## src/bspal_pkg.sv

```systemverilog
`timescale 1ns / 1ps
// ----------------------------------------------------------------------------
// bspal_pkg: shared types and constants for the bsp point area locator
// Holds table entry layouts, opcodes, sequencer states and the control
// bundle that drives the shared multiply-accumulate unit.
// ----------------------------------------------------------------------------
package bspal_pkg;

    // default table depths and walk limit
    localparam int NODE_DEPTH_DEF  = 4096;
    localparam int PLANE_DEPTH_DEF = 4096;
    localparam int MAX_STEPS_DEF   = 4096;

    // fixed field widths
    localparam int COORD_W = 32;
    localparam int CHILD_W = 13;
    localparam int INDEX_W = 12;
    localparam int COUNT_W = 13;
    localparam int PROD_W  = 2 * COORD_W;
    localparam int ACC_W   = PROD_W + 2;
    localparam int FRAC_W  = 16;

    // item opcodes
    typedef enum logic [1:0] {
        OP_WR_PLANE = 2'd0,
        OP_WR_NODE  = 2'd1,
        OP_QUERY    = 2'd2,
        OP_NONE     = 2'd3
    } t_opcode;

    // configuration register indexes
    localparam logic CFG_NODE_COUNT  = 1'b0;
    localparam logic CFG_PLANE_COUNT = 1'b1;

    // plane table entry: a*x + b*y + c*z + d
    typedef struct packed {
        logic signed [COORD_W-1:0] a;
        logic signed [COORD_W-1:0] b;
        logic signed [COORD_W-1:0] c;
        logic signed [COORD_W-1:0] d;
    } t_plane;

    // node table entry
    typedef struct packed {
        logic signed [CHILD_W-1:0] front;
        logic signed [CHILD_W-1:0] back;
        logic        [INDEX_W-1:0] plane;
    } t_node;

    // term selected for the shared multiplier
    typedef enum logic [1:0] {
        TERM_AX = 2'd0,
        TERM_BY = 2'd1,
        TERM_CZ = 2'd2,
        TERM_D  = 2'd3
    } t_term;

    // control bundle for the multiply-accumulate unit
    typedef struct packed {
        logic  mul_en;
        logic  acc_clear;
        logic  acc_en;
        t_term term;
    } t_mac_ctrl;

    // sequencer states
    typedef enum logic [2:0] {
        ST_IDLE,
        ST_NODE_RD,
        ST_NODE_CHK,
        ST_MUL,
        ST_ACC,
        ST_DECIDE,
        ST_DONE
    } t_state;

endpackage

```

## src/bspal_mac.sv

```systemverilog
`timescale 1ns / 1ps
// ----------------------------------------------------------------------------
// bspal_mac: shared multiply-accumulate unit for the plane side test
// One 32x32 signed multiplier feeds a product register, which feeds a
// wide accumulator; the accumulator sign gives the side of the plane.
// ----------------------------------------------------------------------------
module bspal_mac (
    input  logic                                   i_clk,
    input  bspal_pkg::t_mac_ctrl                   i_ctrl,
    input  bspal_pkg::t_plane                      i_plane,
    input  logic signed [bspal_pkg::COORD_W-1:0]   i_x,
    input  logic signed [bspal_pkg::COORD_W-1:0]   i_y,
    input  logic signed [bspal_pkg::COORD_W-1:0]   i_z,
    output logic                                   o_front
);

    logic signed [bspal_pkg::COORD_W-1:0] s_op_a;
    logic signed [bspal_pkg::COORD_W-1:0] s_op_b;
    logic signed [bspal_pkg::PROD_W-1:0]  s_prod;
    logic signed [bspal_pkg::PROD_W-1:0]  r_prod;
    logic signed [bspal_pkg::ACC_W-1:0]   r_acc;

    // operand select
    always_comb begin
        case (i_ctrl.term)
            bspal_pkg::TERM_AX: begin
                s_op_a = i_plane.a;
                s_op_b = i_x;
            end
            bspal_pkg::TERM_BY: begin
                s_op_a = i_plane.b;
                s_op_b = i_y;
            end
            bspal_pkg::TERM_CZ: begin
                s_op_a = i_plane.c;
                s_op_b = i_z;
            end
            default: begin
                s_op_a = i_plane.d;
                s_op_b = '0;
            end
        endcase
    end

    // offset term is d scaled to q32.32, no multiply needed
    always_comb begin
        if (i_ctrl.term == bspal_pkg::TERM_D) begin
            s_prod = {{(bspal_pkg::PROD_W - bspal_pkg::COORD_W - bspal_pkg::FRAC_W)
                       {s_op_a[bspal_pkg::COORD_W-1]}},
                      s_op_a, {bspal_pkg::FRAC_W{1'b0}}};
        end else begin
            s_prod = s_op_a * s_op_b;
        end
    end

    // product register
    always_ff @(posedge i_clk) begin
        if (i_ctrl.mul_en) begin
            r_prod <= s_prod;
        end
    end

    // accumulator
    always_ff @(posedge i_clk) begin
        if (i_ctrl.acc_clear) begin
            r_acc <= '0;
        end else if (i_ctrl.acc_en) begin
            r_acc <= r_acc + {{(bspal_pkg::ACC_W - bspal_pkg::PROD_W){r_prod[bspal_pkg::PROD_W-1]}},
                              r_prod};
        end
    end

    assign o_front = ~r_acc[bspal_pkg::ACC_W-1];

endmodule
```

## config.mk

```make
export PLATFORM = sky130hd
export DESIGN_NAME = bspal_mac
export DESIGN_NICKNAME = d
export VERILOG_FILES = /design/src/bspal_pkg.sv /design/src/bspal_mac.sv
export SDC_FILE = /design/constraint.sdc
export NUM_CORES = 2
export LEC_CHECK = 0
export BUFFER_PORTS_ARGS = -buffer_cell sky130_fd_sc_hd__clkbuf_2
export CORE_MARGIN = 2
export CORE_UTILIZATION = 66
export CTS_BUF_LIST = sky130_fd_sc_hd__clkbuf_8
export CTS_CLUSTER_SIZE = 25
export DETAILED_ROUTE_END_ITERATION = 6
export GPL_ROUTABILITY_DRIVEN = 0
export GPL_TIMING_DRIVEN = 0
export HOLD_SLACK_MARGIN = 0.08
export PLACE_DENSITY_LB_ADDON = 0.15
export SLEW_MARGIN = 20
export SYNTH_ARGS = -nofsm -noshare
export SYNTH_HDL_FRONTEND = slang
export SYNTH_SLANG_ARGS = --single-unit
```

## constraint.sdc

```tcl
create_clock -name i_clk -period 12.19 [get_ports i_clk]
set_input_delay 0.6095 -clock i_clk [delete_from_list [all_inputs] [get_ports i_clk]]
set_output_delay 0.6095 -clock i_clk [all_outputs]
set_load 0.01 [all_outputs]
```

==> run metrics <==
boundary pin count 231; clock-pin slew on the worst setup and hold paths 0.09 ns; register area share after synthesis 7.15%; Levels on crit path 29; core area 68,300 um^2; final hold viol count 0; type of the worst min-delay path input pin to flop; crit path time final 12.38 ns; RR Endpoint r_acc[58]; Startpoint Class input pin; Post-DP HPWL 137 mm; wire length per cell 27.0 um; DR vias 39,910; yosys warns 0; number of synthesized flops with an enable pin 64; hold_ws 0.456 ns; Tot GR Track Use 49.1%; top-area cell type share of the netlist area 47.8%; Filler Cell Count 5,217; DRT iter0 DRCs 5,724; Starting Density 66.4%; Worst Setup End Kind flop; Crit path max-delay family adder cells; first-pass GRT wire length 248 mm; Setup Buffers After CTS 0; Post-Syn Area per Cell 8.94 um^2; # port buffers 228; post-placement cell area 47,900 um^2; Die Ht 266 um; Yosys top cell by area fa_1; status complete, but fails checks; reg2reg path depth 13; fin worst setup slack -0.188 ns; Layout Skew 0.0163 ns; FF-to-FF setup slack 8.45 ns; Netlist cell types 89; clk_lat worst skew 0.48 ns; R2R Path Start r_prod[27]; largest net degree at the start of global routing 59; Worst slew margin 11.8%; GRT overflow 0; crit path max fanout 11; area grow syn2layout 6.70%; Syn Std Cell Area 45,400 um^2; most frequent cells in the layout fa_1 (1,082), inv_1 (966), nor2_1 (678); Post-Route WL 169 mm; fin area 48,400 um^2; critical path's slowest cell clkbuf_1; CP Data Arrival Time 12.60 ns; share of post-route cells with drive strength above 1 7.39%; CP peak stage delay 0.95 ns; Nets 6,893; Max Cap Violations 0; Die W 266 um; top post-synthesis cells by area fa_1 (48%), inv_1 (8.0%), ha_1 (6.9%), nor2_1 (5.6%), nand2_1 (4.9%); DRC 363; Final Slew Violations 0; Final ANT Viol Nets 0; CP dominant cell by count fa_1; CTS tree done; Max Root-Sink Buffers 2; RSZ-0062 raised after global routing no; post-synthesis cell count 5,072; CTS root buffer clkbuf_8; Syn Nets 6,634; CTS Buf Count 17; commonest non-fill, non-tap cell in the layout fa_1; ys async rst share 0%; crit share post-route 102%; final-report setup violation count 2; Setup Crit Path Kind input pin to flop; CP endpoint r_prod[63]; vias per cell 6.40; antenna violations before repair 7; Critical path buffers and inverters 7; die area 70,800 um^2; dominant synthesized flop cell dfxtp_1; drt pass-1 iters 7; number of global-route vias before repair 40,714; Clock Sinks 130; Critical Path RT 12.41 ns; fmax 80.8 MHz; worst setup path startpoint i_ctrl[0]; H-tree Lvls 4; Worst-Margin Slew 1.31 ns; register bit count reported by yosys 130; violated checks DRC, setup timing; row count 96
-- area by class of cell --
| type | instances | area [um^2] | share of cell area, % |
|---|---|---|---|
| diodes | 9 | 22.5 | 0.0465 |
| plain buffers | 246 | 973 | 2.01 |
| clock buffers | 17 | 234 | 0.483 |
| clock inverters | 15 | 160 | 0.331 |
| inverters | 968 | 3630 | 7.51 |
| multi-input cells | 3728 | 37700 | 78.0 |
| flip-flops and latches | 130 | 3240 | 6.70 |
| well taps | 882 | 1100 | 2.28 |
| repair buffers | 240 | 1300 | 2.68 |
-- cell families after synthesis --
kind of cell,synth area share [%]
mux,2.37
xor+xnor,2.39
fa+ha+maj,54.7
simple gates,13.5
buf+inv,10.1
compound gates,9.83
flops,7.15
-- state kept, by name, summed over array words and instances (netlist names) --
signal and cells:
r_acc 66, r_prod 64
-- what timing repair did --
action | CTS | global route
endpoints found under the setup margin | 0 | 6
resized for setup | 0 | 33
hold buffers | 0 | 0
-- worst min-delay path, stage by stage --
cell and delay, ns:
clkbuf_2 0.10, nand2_1 0.05, o21ai_0 0.06
-- metal layers --
metal,wire length [um],global-route usage (%)
met2,65900,68.0
met3,29700,27.0
met1,53500,55.6
met5,435,5.54
met4,19000,38.7
-- worst min-delay path by stage --
| stage | slack [ns] | from | cells after the start | endpoint |
|---|---|---|---|---|
| 6_report | 0.46 | i_plane[5] | 3 | r_prod[21] |
| 5_1_grt | 0.46 | i_ctrl[4] | 1 | r_prod[60] |
| 4_1_cts | 0.44 | i_plane[10] | 3 | r_prod[26] |
| 3_5_place_dp | 0.47 | r_acc[54] | 1 | r_acc[54] |
| 3_3_place_gp | 0.47 | r_acc[52] | 1 | r_acc[52] |
| 2_1_floorplan | 0.45 | r_acc[4] | 2 | r_acc[4] |
-- metrics by stage --
| step | TNS, ns | cells | utilization [%] | worst slack, ns |
|---|---|---|---|---|
| after floorplan | 0 | 5072 | - | 2.68 |
| after global placement | -2.08 | 6182 | 69.6 | -0.726 |
| after detailed placement | -0.535 | 6194 | 70.1 | -0.293 |
| after CTS | 0 | 6226 | 70.7 | 0.192 |
| after global routing | 0 | 6226 | 70.8 | 0.0255 |
| final | -0.330 | 6235 | 70.8 | -0.188 |
-- Yosys cell counts (all sizes together) (12+ instances only) --
cell and n:
dfxtp 66, a211oi 17, and3 17, mux2 12, o21bai 31, o21ai 151, nand4 34, edfxtp 64
o22ai 13, xor2 36, ha 249, nor2 680, a22o 16, buf 27, mux2i 94, a31oi 19
a21o 109, a21oi 198, nand2b 38, fa 1083, xnor2 88, nand2 592, inv 966, nor2b 14
a21boi 17, nor3 16, and2 21, nand3 34, o21a 40, clkbuf 219
Power is left out: the tool's default activity adds up to more than one toggle a clock period on the data nets, which glitch-free logic cannot reach.
